[src/sv/doa_report_on_change_filter_defines.svh]
// Assertion helpers used by the filter tracking stage (doa_track).
`ifndef DOA_REPORT_ON_CHANGE_FILTER_DEFINES_SVH
`define DOA_REPORT_ON_CHANGE_FILTER_DEFINES_SVH

// Same-cycle implication, sampled on clk_i, off while rst_ni is low.
`define DOA_ASSERT_IMPL(label, ante, cons) \
  label: assert property (@(posedge clk_i) disable iff (!rst_ni) (ante) |-> (cons)) \
    else $error("doa filter: assertion failed");

// Next-cycle implication, sampled on clk_i, off while rst_ni is low.
`define DOA_ASSERT_NEXT(label, ante, cons) \
  label: assert property (@(posedge clk_i) disable iff (!rst_ni) (ante) |=> (cons)) \
    else $error("doa filter: assertion failed");

`endif

[src/sv/doa_pkg.sv]
`default_nettype none

package doa_pkg;

  // Configuration port
  localparam int unsigned CfgIdxW  = 2;
  localparam int unsigned CfgDataW = 8;

  localparam logic [CfgIdxW-1:0] RegMaxFailures = 2'd0;
  localparam logic [CfgIdxW-1:0] RegAngleDb     = 2'd1;
  localparam logic [CfgIdxW-1:0] RegConfDb      = 2'd2;

  localparam logic [7:0] MaxFailuresRst = 8'd3;
  localparam logic [7:0] AngleDbRst     = 8'd2;
  localparam logic [6:0] ConfDbRst      = 7'd5;

  // Value ranges
  localparam int unsigned ModeMax  = 2;
  localparam int unsigned ConfMax  = 100;
  localparam int unsigned AngleMod = 360;
  localparam int unsigned AngleHalf = AngleMod / 2;

  // Angle reduction: the 32-bit word is folded byte by byte with the weights
  // 2^(8i) mod 360, then the folded sum is divided by 360 with a reciprocal.
  localparam int unsigned SumW        = 17;
  localparam int unsigned QuoW        = 9;
  localparam int unsigned RecipShift  = 26;
  localparam int unsigned RecipW      = 18;
  localparam int unsigned AngleRecip  = (1 << RecipShift) / AngleMod;
  localparam int unsigned ProdW       = SumW + RecipW;
  localparam int unsigned WeightB2    = (1 << 16) % AngleMod;                    // 16
  localparam int unsigned WeightB3    = (WeightB2 * 256) % AngleMod;             // 136
  localparam int unsigned SignOffset  = AngleMod - ((WeightB3 * 256) % AngleMod); // 104

  typedef struct packed {
    logic [7:0] fail_limit;
    logic [7:0] angle_deadband;
    logic [6:0] confidence_deadband;
  } cfg_t;

  // Between the normalize stage and the tracking stage
  typedef struct packed {
    logic            link_up;
    logic            transfer_ok;
    logic            mode_bad;
    logic [1:0]      mode;
    logic [SumW-1:0] angle_sum;
    logic [QuoW-1:0] angle_quo;
    logic [6:0]      confidence;
  } mid_t;

  typedef struct packed {
    logic       backoff;
    logic       parse_error;
    logic       mode_report;
    logic [1:0] mode_value;
    logic       angle_report;
    logic [8:0] angle_value;
    logic       confidence_report;
    logic [6:0] confidence_value;
  } res_t;

endpackage

`default_nettype wire

[src/sv/doa_if.sv]
`default_nettype none

interface doa_in_if;
  logic               valid;
  logic               ready;
  logic               link_up;
  logic               transfer_ok;
  logic [7:0]         resp_mode;
  logic signed [31:0] resp_angle;
  logic [23:0]        resp_confidence;

  modport source (
    output valid, link_up, transfer_ok, resp_mode, resp_angle, resp_confidence,
    input  ready
  );
  modport sink (
    input  valid, link_up, transfer_ok, resp_mode, resp_angle, resp_confidence,
    output ready
  );
endinterface

interface doa_out_if;
  logic       valid;
  logic       ready;
  logic       backoff;
  logic       parse_error;
  logic       mode_report;
  logic [1:0] mode_value;
  logic       angle_report;
  logic [8:0] angle_value;
  logic       confidence_report;
  logic [6:0] confidence_value;

  modport source (
    output valid, backoff, parse_error, mode_report, mode_value, angle_report,
           angle_value, confidence_report, confidence_value,
    input  ready
  );
  modport sink (
    input  valid, backoff, parse_error, mode_report, mode_value, angle_report,
           angle_value, confidence_report, confidence_value,
    output ready
  );
endinterface

`default_nettype wire

[src/sv/doa_norm.sv]
`default_nettype none

module doa_norm (
  input  wire logic      clk_i,
  input  wire logic      rst_ni,
  doa_in_if.sink         in_if,
  output doa_pkg::mid_t  mid_o,
  output logic           mid_valid_o,
  input  wire logic      mid_ready_i
);
  import doa_pkg::*;

  logic               in_valid_q;
  logic               link_q;
  logic               ok_q;
  logic [7:0]         mode_q;
  logic [31:0]        angle_q;
  logic [23:0]        conf_q;

  logic               mid_valid_q;
  mid_t               mid_q;
  mid_t               mid_d;

  logic               mid_en;
  logic               in_fire;
  logic               in_take;
  logic [SumW-1:0]    sum;
  logic [ProdW-1:0]   prod;

  assign mid_en      = !mid_valid_q || mid_ready_i;
  assign in_fire     = in_valid_q && mid_en;
  assign in_if.ready = !in_valid_q || mid_en;
  assign in_take     = in_if.valid && in_if.ready;

  // Fold to a non-negative value congruent to the signed angle mod 360
  always_comb begin
    sum = SumW'(angle_q[7:0])
        + SumW'({angle_q[15:8], 8'b0})
        + SumW'(angle_q[23:16]) * SumW'(WeightB2)
        + SumW'(angle_q[31:24]) * SumW'(WeightB3)
        + (angle_q[31] ? SumW'(SignOffset) : SumW'(0));
    prod = ProdW'(sum) * ProdW'(AngleRecip);
  end

  always_comb begin
    mid_d.link_up     = link_q;
    mid_d.transfer_ok = ok_q;
    mid_d.mode_bad    = mode_q > 8'(ModeMax);
    mid_d.mode        = mode_q[1:0];
    mid_d.angle_sum   = sum;
    // may be one short; corrected after the remainder
    mid_d.angle_quo   = QuoW'(prod >> RecipShift);
    mid_d.confidence  = (conf_q > 24'(ConfMax)) ? 7'(ConfMax) : conf_q[6:0];
  end

  always_ff @(posedge clk_i or negedge rst_ni) begin
    if (!rst_ni) begin
      in_valid_q  <= 1'b0;
      mid_valid_q <= 1'b0;
    end else begin
      if (in_if.ready) in_valid_q <= in_if.valid;
      if (mid_en) mid_valid_q <= in_valid_q;
    end
  end

  always_ff @(posedge clk_i) begin
    if (in_take) begin
      link_q  <= in_if.link_up;
      ok_q    <= in_if.transfer_ok;
      mode_q  <= in_if.resp_mode;
      angle_q <= in_if.resp_angle;
      conf_q  <= in_if.resp_confidence;
    end
    if (in_fire) mid_q <= mid_d;
  end

  assign mid_o       = mid_q;
  assign mid_valid_o = mid_valid_q;

endmodule

`default_nettype wire

[src/sv/doa_track.sv]
`default_nettype none

module doa_track (
  input  wire logic           clk_i,
  input  wire logic           rst_ni,
  input  wire doa_pkg::cfg_t  cfg_i,
  input  wire doa_pkg::mid_t  mid_i,
  input  wire logic           mid_valid_i,
  output logic                mid_ready_o,
  doa_out_if.source           out_if
);
  import doa_pkg::*;

  `include "doa_report_on_change_filter_defines.svh"

  logic        out_valid_q;
  res_t        res_q;
  res_t        res_d;

  logic [7:0]  fail_cnt_q, fail_cnt_d;
  logic [1:0]  last_mode_q, last_mode_d;
  logic        mode_seen_q, mode_seen_d;
  logic [8:0]  last_angle_q, last_angle_d;
  logic        angle_seen_q, angle_seen_d;
  logic [6:0]  last_conf_q, last_conf_d;
  logic        conf_seen_q, conf_seen_d;

  logic        out_en;
  logic        load;
  logic [SumW-1:0] rem_full;
  logic [9:0]  rem;
  logic [8:0]  angle;
  logic [8:0]  adiff_raw;
  logic [8:0]  adiff;
  logic [6:0]  cdiff;
  logic [7:0]  fail_inc;
  logic        angle_hit;
  logic        conf_hit;
  logic        mode_hit;

  assign out_en      = !out_valid_q || out_if.ready;
  assign mid_ready_o = out_en;
  assign load        = mid_valid_i && out_en;

  // Remainder; the quotient estimate is at most one low
  always_comb begin
    rem_full = mid_i.angle_sum - SumW'(mid_i.angle_quo) * SumW'(AngleMod);
    rem      = rem_full[9:0];
    angle    = (rem >= 10'(AngleMod)) ? 9'(rem - 10'(AngleMod)) : rem[8:0];
  end

  // Circular and linear distances from the last reported values
  always_comb begin
    adiff_raw = (angle >= last_angle_q) ? angle - last_angle_q : last_angle_q - angle;
    adiff     = (adiff_raw > 9'(AngleHalf)) ? 9'(AngleMod) - adiff_raw : adiff_raw;
    cdiff     = (mid_i.confidence >= last_conf_q) ? mid_i.confidence - last_conf_q
                                                  : last_conf_q - mid_i.confidence;
    mode_hit  = !mode_seen_q || (mid_i.mode != last_mode_q);
    angle_hit = !angle_seen_q || (adiff > {1'b0, cfg_i.angle_deadband});
    conf_hit  = !conf_seen_q || (cdiff > cfg_i.confidence_deadband);
    fail_inc  = fail_cnt_q + 8'd1;
  end

  always_comb begin
    res_d        = '0;
    fail_cnt_d   = fail_cnt_q;
    last_mode_d  = last_mode_q;
    mode_seen_d  = mode_seen_q;
    last_angle_d = last_angle_q;
    angle_seen_d = angle_seen_q;
    last_conf_d  = last_conf_q;
    conf_seen_d  = conf_seen_q;
    if (!mid_i.link_up) begin
      fail_cnt_d = '0;
    end else if (!mid_i.transfer_ok) begin
      if (fail_inc >= cfg_i.fail_limit) begin
        res_d.backoff = 1'b1;
        fail_cnt_d    = '0;
      end else begin
        fail_cnt_d = fail_inc;
      end
    end else begin
      fail_cnt_d = '0;
      if (mid_i.mode_bad) begin
        res_d.parse_error = 1'b1;
      end else begin
        res_d.mode_value       = mid_i.mode;
        res_d.angle_value      = angle;
        res_d.confidence_value = mid_i.confidence;
        if (mode_hit) begin
          res_d.mode_report = 1'b1;
          last_mode_d       = mid_i.mode;
          mode_seen_d       = 1'b1;
        end
        if (angle_hit) begin
          res_d.angle_report = 1'b1;
          last_angle_d       = angle;
          angle_seen_d       = 1'b1;
        end
        if (conf_hit) begin
          res_d.confidence_report = 1'b1;
          last_conf_d             = mid_i.confidence;
          conf_seen_d             = 1'b1;
        end
      end
    end
  end

  always_ff @(posedge clk_i or negedge rst_ni) begin
    if (!rst_ni) begin
      out_valid_q  <= 1'b0;
      fail_cnt_q   <= '0;
      last_mode_q  <= '0;
      mode_seen_q  <= 1'b0;
      last_angle_q <= '0;
      angle_seen_q <= 1'b0;
      last_conf_q  <= '0;
      conf_seen_q  <= 1'b0;
    end else begin
      if (out_en) out_valid_q <= mid_valid_i;
      if (load) begin
        fail_cnt_q   <= fail_cnt_d;
        last_mode_q  <= last_mode_d;
        mode_seen_q  <= mode_seen_d;
        last_angle_q <= last_angle_d;
        angle_seen_q <= angle_seen_d;
        last_conf_q  <= last_conf_d;
        conf_seen_q  <= conf_seen_d;
      end
    end
  end

  always_ff @(posedge clk_i) begin
    if (load) res_q <= res_d;
  end

  assign out_if.valid             = out_valid_q;
  assign out_if.backoff           = res_q.backoff;
  assign out_if.parse_error       = res_q.parse_error;
  assign out_if.mode_report       = res_q.mode_report;
  assign out_if.mode_value        = res_q.mode_value;
  assign out_if.angle_report      = res_q.angle_report;
  assign out_if.angle_value       = res_q.angle_value;
  assign out_if.confidence_report = res_q.confidence_report;
  assign out_if.confidence_value  = res_q.confidence_value;

  `DOA_ASSERT_IMPL(a_angle_range, out_valid_q, res_q.angle_value < 9'(AngleMod))
  `DOA_ASSERT_IMPL(a_angle_tracked, out_valid_q && res_q.angle_report,
                   angle_seen_q && (last_angle_q == res_q.angle_value))
  `DOA_ASSERT_IMPL(a_backoff_clears, out_valid_q && res_q.backoff,
                   (fail_cnt_q == 8'd0) && !res_q.mode_report && !res_q.angle_report)
  `DOA_ASSERT_NEXT(a_stall_holds_state, !load,
                   $stable(last_angle_q) && $stable(last_conf_q) && $stable(fail_cnt_q))

endmodule

`default_nettype wire

[src/sv/doa_report_on_change_filter.sv]
// Report-on-change filter for direction-of-arrival sensor polls.
// Input channel in_if: one request per poll slot (link flag, transfer flag,
// raw mode byte, signed 32-bit angle, 24-bit confidence). Output channel
// out_if: exactly one result per request, in order, carrying backoff,
// parse_error, the report flags and the normalized mode/angle/confidence.
// Both channels move a request on a clock edge with valid and ready high.
// A request passes through the input register, the normalize register and
// the result register. Throughput: one request per cycle while out_if is
// not stalled; the angle fold/reciprocal unit and the deadband compare each
// take one stage, with tracking state in the last one. A stalled receiver
// holds the result register; the two earlier registers keep taking requests
// until they are full, then in_if.ready drops.
// Configuration: cfg_we_i writes register cfg_idx_i (0 failure limit,
// 1 angle_deadband, 2 confidence_deadband); write only while idle.
// Reset (rst_ni low, asynchronous) empties the pipeline, clears the failure
// count and reported values, and loads configuration defaults 3, 2 and 5.
`default_nettype none

module doa_report_on_change_filter (
  input  wire logic                            clk_i,
  input  wire logic                            rst_ni,
  doa_in_if.sink                               in_if,
  doa_out_if.source                            out_if,
  input  wire logic                            cfg_we_i,
  input  wire logic [doa_pkg::CfgIdxW-1:0]     cfg_idx_i,
  input  wire logic [doa_pkg::CfgDataW-1:0]    cfg_data_i
);
  import doa_pkg::*;

  cfg_t cfg_q;
  mid_t mid;
  logic mid_valid;
  logic mid_ready;

  always_ff @(posedge clk_i or negedge rst_ni) begin
    if (!rst_ni) begin
      cfg_q.fail_limit          <= MaxFailuresRst;
      cfg_q.angle_deadband      <= AngleDbRst;
      cfg_q.confidence_deadband <= ConfDbRst;
    end else if (cfg_we_i) begin
      case (cfg_idx_i)
        RegMaxFailures: cfg_q.fail_limit          <= cfg_data_i[7:0];
        RegAngleDb:     cfg_q.angle_deadband      <= cfg_data_i[7:0];
        RegConfDb:      cfg_q.confidence_deadband <= cfg_data_i[6:0];
        default: ;
      endcase
    end
  end

  doa_norm u_norm (
    .clk_i       (clk_i),
    .rst_ni      (rst_ni),
    .in_if       (in_if),
    .mid_o       (mid),
    .mid_valid_o (mid_valid),
    .mid_ready_i (mid_ready)
  );

  doa_track u_track (
    .clk_i       (clk_i),
    .rst_ni      (rst_ni),
    .cfg_i       (cfg_q),
    .mid_i       (mid),
    .mid_valid_i (mid_valid),
    .mid_ready_o (mid_ready),
    .out_if      (out_if)
  );

endmodule

`default_nettype wire
[src/flat_wrapper.sv]
// flat-port wrapper written by rule: the top's interface ports become plain ports
module doa_report_on_change_filter_flat import doa_pkg::*;
  (clk_i, rst_ni, cfg_we_i, cfg_idx_i, cfg_data_i, in_if_valid, in_if_link_up, in_if_transfer_ok, in_if_resp_mode, in_if_resp_angle, in_if_resp_confidence, in_if_ready, out_if_valid, out_if_backoff, out_if_parse_error, out_if_mode_report, out_if_mode_value, out_if_angle_report, out_if_angle_value, out_if_confidence_report, out_if_confidence_value, out_if_ready);
  doa_in_if in_if_i ();
  doa_out_if out_if_i ();
  input  wire logic clk_i;
  input  wire logic rst_ni;
  input  wire logic cfg_we_i;
  input  wire logic [doa_pkg::CfgIdxW-1:0] cfg_idx_i;
  input  wire logic [doa_pkg::CfgDataW-1:0] cfg_data_i;
  input wire logic [$bits(in_if_i.valid)-1:0] in_if_valid;
  input wire logic [$bits(in_if_i.link_up)-1:0] in_if_link_up;
  input wire logic [$bits(in_if_i.transfer_ok)-1:0] in_if_transfer_ok;
  input wire logic [$bits(in_if_i.resp_mode)-1:0] in_if_resp_mode;
  input wire logic [$bits(in_if_i.resp_angle)-1:0] in_if_resp_angle;
  input wire logic [$bits(in_if_i.resp_confidence)-1:0] in_if_resp_confidence;
  output wire logic [$bits(in_if_i.ready)-1:0] in_if_ready;
  output wire logic [$bits(out_if_i.valid)-1:0] out_if_valid;
  output wire logic [$bits(out_if_i.backoff)-1:0] out_if_backoff;
  output wire logic [$bits(out_if_i.parse_error)-1:0] out_if_parse_error;
  output wire logic [$bits(out_if_i.mode_report)-1:0] out_if_mode_report;
  output wire logic [$bits(out_if_i.mode_value)-1:0] out_if_mode_value;
  output wire logic [$bits(out_if_i.angle_report)-1:0] out_if_angle_report;
  output wire logic [$bits(out_if_i.angle_value)-1:0] out_if_angle_value;
  output wire logic [$bits(out_if_i.confidence_report)-1:0] out_if_confidence_report;
  output wire logic [$bits(out_if_i.confidence_value)-1:0] out_if_confidence_value;
  input wire logic [$bits(out_if_i.ready)-1:0] out_if_ready;
  assign in_if_i.valid = in_if_valid;
  assign in_if_i.link_up = in_if_link_up;
  assign in_if_i.transfer_ok = in_if_transfer_ok;
  assign in_if_i.resp_mode = in_if_resp_mode;
  assign in_if_i.resp_angle = in_if_resp_angle;
  assign in_if_i.resp_confidence = in_if_resp_confidence;
  assign in_if_ready = in_if_i.ready;
  assign out_if_valid = out_if_i.valid;
  assign out_if_backoff = out_if_i.backoff;
  assign out_if_parse_error = out_if_i.parse_error;
  assign out_if_mode_report = out_if_i.mode_report;
  assign out_if_mode_value = out_if_i.mode_value;
  assign out_if_angle_report = out_if_i.angle_report;
  assign out_if_angle_value = out_if_i.angle_value;
  assign out_if_confidence_report = out_if_i.confidence_report;
  assign out_if_confidence_value = out_if_i.confidence_value;
  assign out_if_i.ready = out_if_ready;
  doa_report_on_change_filter u_core (.clk_i(clk_i), .rst_ni(rst_ni), .in_if(in_if_i), .out_if(out_if_i), .cfg_we_i(cfg_we_i), .cfg_idx_i(cfg_idx_i), .cfg_data_i(cfg_data_i));
endmodule
[config.mk]
export PLATFORM = sky130hd
export DESIGN_NAME = doa_report_on_change_filter_flat
export DESIGN_NICKNAME = d
export VERILOG_FILES = /design/src/sv/doa_pkg.sv /design/src/sv/doa_if.sv /design/src/sv/doa_norm.sv /design/src/sv/doa_track.sv /design/src/sv/doa_report_on_change_filter.sv /design/src/flat_wrapper.sv
export VERILOG_INCLUDE_DIRS = /design/src /design/src/sv
export SDC_FILE = /design/constraint.sdc
export NUM_CORES = 1
export LEC_CHECK = 0
export BUFFER_PORTS_ARGS = -buffer_cell sky130_fd_sc_hd__buf_2
export CORE_ASPECT_RATIO = 1.4
export CORE_UTILIZATION = 56
export CTS_CLUSTER_SIZE = 10
export DETAILED_ROUTE_END_ITERATION = 8
export PLACE_DENSITY = 0.89
export REMOVE_ABC_BUFFERS = 1
export SLEW_MARGIN = 30
export SYNTH_ARGS = -nofsm -noshare
export SYNTH_HDL_FRONTEND = slang
export SYNTH_SLANG_ARGS = --single-unit
[constraint.sdc]
create_clock -name clk_i -period 8.8 [get_ports clk_i]
set_clock_uncertainty 0.05 [all_clocks]
set_input_delay 0.88 -clock clk_i [delete_from_list [all_inputs] [get_ports clk_i]]
set_output_delay 0.88 -clock clk_i [all_outputs]
set_load 0.005 [all_outputs]
== Word level (Yosys, flattened, before mapping) ==
Cells that the tools add are included.

* Add/sub/neg operators: 12
* Multiply operators: 3
* Div/mod/pow operators: 0
* Magnitude comparators: 9
* Equality and inequality tests: 3
* Shifts and indexed selects: 0
* Multiplexer cells: 13
* Bitwise operators: 3
* Reduce and logical (&&, ||, !) cells: 25

{| class="wikitable"
|+ Operator list
! kind !! number
|-
| multiplier 17 x 18 -> 35 bit, second input constant || 1
|-
| 2-to-1 mux 9 bit || 3
|-
| greater-than comparator 24 x 7 -> 1 bit, second input constant || 1
|-
| 2-to-1 mux 8 bit || 3
|-
| subtractor 9 bit || 2
|-
| adder 17 x 12 -> 17 bit || 1
|-
| adder 17 x 16 -> 17 bit || 1
|-
| adder 17 x 7 -> 17 bit || 1
|-
| adder 8 x 16 -> 17 bit || 1
|-
| AND reduction 5 bit || 3
|-
| 2-to-1 mux 7 bit || 2
|-
| subtractor 7 bit || 2
|-
| multiplier 8 x 5 -> 13 bit, second input constant || 1
|-
| greater-or-equal comparator 10 x 9 -> 1 bit, second input constant || 1
|-
| subtractor 10 bit || 1
|-
| greater-or-equal comparator 9 bit || 1
|-
| greater-than comparator 9 x 8 -> 1 bit || 1
|-
| greater-than comparator 9 x 8 -> 1 bit, second input constant || 1
|-
| multiplier 9 x 6 -> 7 bit, second input constant || 1
|-
| subtractor 9 bit, first input constant || 1
|-
| subtractor 9 bit, second input constant || 1
|-
| adder 8 x 1 -> 8 bit, second input constant || 1
|-
| greater-or-equal comparator 8 bit || 1
|-
| greater-than comparator 8 x 2 -> 1 bit, second input constant || 1
|-
| 14 further kinds || 35
|}

* Register bits: 175
* Latch bits: 0
* Bits in writable memories: 0
* ROM bits: 0
* Output and inout port bits: 25
* Logic and storage cells: 101
* Memories kept: 0

== Longest topological paths before layout ==
* Depth in word-level cells: 11
* Depth in mapped cells: 40
* Mapped depth without buffers: 38

== Cells and area by module ==
A second synthesis with hierarchy kept.

* Cells, all modules: 1,412
* Area, all modules: 15,341.0 µm²

{| class="wikitable"
|+ Modules (own cells, without submodules)
! module !! times used !! cells each !! area an instance (µm²)
|-
| doa_norm || 1 || 804 || 9,467.8
|-
| doa_track || 1 || 559 || 4,991.0
|-
| doa_report_on_change_filter || 1 || 49 || 882.1
|}

== Worst setup path before layout ==
OpenSTA, ideal clock, no wires.

* Path type: reg-to-reg
* From: reg u_core.u_norm.angle_q[29]
* To: reg u_core.u_norm.mid_q, in the netlist u_core.u_norm.mid_o[13], data pin
* Data arrival time: 8,106 ps
* Path slack: 384 ps
* Cell stages (with the launch flop): 33
* Clock period less this slack: 8,416 ps
* Path through: edfxtp_1 > ha_1 > ha_1 > inv_1 > fa_1 > fa_1 > inv_1 > ha_1 > ha_1 > a21oi_1 > nor2b_1 > nor2_1 > o21ai_0 > o41ai_1 > xnor2_1 > ha_1 > inv_1 > fa_1 > fa_1 > fa_1 > inv_1 > fa_1 > fa_1 > ha_1 > a21o_1 > a21oi_1 > o21ai_0 > a221oi_1 > a211o_1 > a31oi_1 > a21o_1 > a21oi_1 > xnor2_1

{| class="wikitable"
|+ RTL lines
! item !! RTL line !! RTL
|-
| from (decl) || doa_norm.sv:17 || <nowiki>logic [31:0] angle_q;</nowiki>
|-
| from (signal assigned) || doa_norm.sv:71 || <nowiki>angle_q <= in_if.resp_angle;</nowiki>
|-
| to (signal assigned) || doa_norm.sv:74 || <nowiki>if (in_fire) mid_q <= mid_d;</nowiki>
|-
| to (decl) || doa_norm.sv:21 || <nowiki>mid_t mid_q;</nowiki>
|}

==> results by group <==
Logic synthesis
  – Mapped Area: 14100 um2
  – YS warnings: 0
  – Share of flip-flops with an asynchronous set or reset: 0.318
  – Mapped Cells: about 1200
  – Syn_area_per_cell: approximately 11 um2
  – Unique masters post-synth: 68
  – Yosys reg bits: 173
  – Seq/Total Area, Yosys: 0.350
  – Main synth FF type: edfxtp_1
  – Post-synth EDFFs: 118

Floorplan
  – # rows: 68
  – Initial Util: 0.570
  – Die Y: between 150 and 200 um
  – Die ar.: about 26000 um2
  – Placeable Area: 24700 um2
  – Die Width: ~140 um
  – Num ports: roughly 110

Global routing
  – Largest net degree at the start of global routing: 67
  – GRT Overall Usage: 0.249
  – Number of global-route vias before repair: 10500
  – Initial antenna violation count: 0
  – Grt ovf: 0
  – First-pass GRT wire length: 49.0 mm

Setup path
  – Crit Path Class: reg2reg
  – R2R Setup Slk: about 110 ps
  – CP Max Fanout: 4
  – Worst setup EP type: flip-flop
  – Critical path's top delay family: adder cells
  – Setup crit end: u_core.u_norm.mid_o[13]
  – Critical path depth in cells: 33
  – Worst Path Required: 8930 ps
  – Critical path arrival: 8820 ps
  – FF-to-FF path depth: 33
  – R2R Path End: u_core.u_norm.mid_o[13]
  – Max incr delay on CP: slightly above 600 ps
  – Reg-to-reg startpoint: u_core.u_norm.angle_q[30]
  – CP max stage cell: fa_1
  – CP most frequent cell: ha_1
  – Critical Path Source: u_core.u_norm.angle_q[30]
  – CP Launch Type: flip-flop
  – CP bufs+invs: 4

Placed design
  – Setup WS pre-CTS: -105 ps
  – DP HPWL: approximately 24 mm
  – Placer congestion estimate: between 0.9 and 1
  – Port bufs: 105

STA
  – Final setup fails: 0
  – Slew @ Worst Pin: 1040 ps
  – Final hold slack: 384 ps
  – Max Clk Rate: between 100 and 150 MHz
  – Fin. Hold Viols: 0
  – Worst setup margin: roughly 110 ps
  – Min Tclk post-route: just under 9000 ps
  – Setup TNS: 0 ps
  – Rel. slew slack: 0.286
  – Part of the cycle the worst path needs: 0.988
  – Final Slew Violations: 0

Route
  – First DRT Iteration DRCs: about 520
  – DRC: 0
  – Via count: 9736
  – Via/cell ratio: approximately 5.7
  – Remaining antenna violation count: 0
  – Drt total wl: about 32 mm
  – Routed wire per std cell: 18.3 um
  – TritonRoute pass-1 iters: 6

Cells and area
  – Nets: ~1800
  – Synth-to-Final Area Change: 13.6%
  – Commonest non-fill, non-tap cell in the layout: inv_1
  – Most frequent cells in the layout: inv_1 (260), ha_1 (225), edfxtp_1 (118)
  – Share of cells above drive strength 1: 0.177

Clock tree
  – Root Buffer: clkbuf_16
  – Clk sinks: 173
  – CTS H-tree depth: 4
  – Clk slew on worst S/H paths: 70 ps
  – Worst-case clock buffer depth: 2
  – CTS tree: built
  – Worst skew pair latency: between 400 and 500 ps
  – TritonCTS buffer count: 17
  – Hold_buf cts: 0

Job
  – Max Cap Viol: 0

Hold path
  – Hold-critical path depth: 0
  – Hold Path Class: reg2reg

Outcome
  – Run status: finished, final reports clean
==> worst min path at each step <==
stage / start / to
finish: u_core.u_norm.link_q / u_core.u_norm.mid_o[37]
global route: u_core.u_norm.link_q / u_core.u_norm.mid_o[37]
CTS: u_core.u_norm.link_q / u_core.u_norm.mid_o[37]
detailed placement: u_core.u_norm.link_q / u_core.u_norm.mid_o[37]
global placement: u_core.u_norm.ok_q / u_core.u_norm.mid_o[36]
floorplan: u_core.u_norm.ok_q / u_core.u_norm.mid_o[36]
==> kinds of logic after synthesis <==
| group | after synthesis | synth area share |
|---|---|---|
| muxes | 46 | 0.0352 |
| AOI/OAI and AO/OA | 169 | 0.0812 |
| xor gates and xnor gates | 62 | 0.0392 |
| and+or+nand+nor | 193 | 0.0700 |
| DFF | 173 | 0.350 |
| adders and majority gates | 333 | 0.350 |
| buffers and inverters | 271 | 0.0739 |
==> metal layers <==
layer / track usage / wire (um) / vias to the layer above
li1: - / - / 4499
met1: 0.233 / 10600 / 4781
met2: 0.479 / 17700 / 314
met3: 0.0402 / 1120 / 142
met4: 0.175 / 2150 / 0
met5: 0 / 0 / -
==> stage by stage <==
| stage | cell area [um2] | util | instances |
|---|---|---|---|
| final | 16000 | 0.648 | 1723 |
| after global routing | 16000 | 0.648 | 1722 |
| after CTS | 15700 | 0.637 | 1707 |
| after detailed placement | 15100 | 0.610 | 1675 |
| after global placement | 15100 | 0.610 | 1675 |
| after floorplan | 14000 | - | 1236 |
==> registers in the layout (all words and copies together) (netlist names), 2 cells and up <==
| register | flops |
|---|---|
| u_core.cfg_q | 23 |
| u_core.u_track.out_if.mode_value | 2 |
| u_core.u_norm.mode_q | 8 |
| u_core.u_track.last_mode_q | 2 |
| u_core.u_norm.angle_q | 32 |
| u_core.u_track.fail_cnt_q | 8 |
| u_core.u_norm.mid_o | 29 |
| u_core.u_norm.conf_q | 24 |
| u_core.u_track.last_conf_q | 7 |
| u_core.u_track.out_if.confidence_value | 7 |
| u_core.u_track.last_angle_q | 9 |
| u_core.u_track.out_if.angle_value | 9 |
==> cell type report <==
cell class                      count  area, um2
Inverter                          260        976
Fill cell                        1712       8690
Clock buffer                       17        425
Clock inverter                     15        200
Multi-Input combinational cell    803       8280
Antenna cell                        1       2.50
Timing Repair Buffer              139        781
Tap cell                          315        394
Sequential cell                   173       4930
==> what timing repair did <==
item,CTS,global route
setup buffers,0,15
gates resized for setup,4,32
endpoints found under the setup margin,7,17
pin swaps,1,24
==> synthesized netlist by cell type (all sizes together), types with 11 or more instances <==
cell / n / area share
nand2: 44 / 0.012
a21o: 18 / 0.0096
inv: 260 / 0.069
ha: 232 / 0.21
dfrtp: 50 / 0.089
nor2: 47 / 0.013
mux2i: 21 / 0.015
and2: 17 / 0.0076
nor2b: 11 / 0.0054
xnor2: 47 / 0.030
fa: 101 / 0.14
a21oi: 42 / 0.015
edfxtp: 118 / 0.25
mux2: 25 / 0.020
nand3: 15 / 0.0053
nand2b: 18 / 0.0080
xor2: 15 / 0.0093
o21ai: 41 / 0.015
o21a: 11 / 0.0059
Power is not shown: default switching activity piles up to over one toggle a cycle in this logic, so the estimate is an artifact.
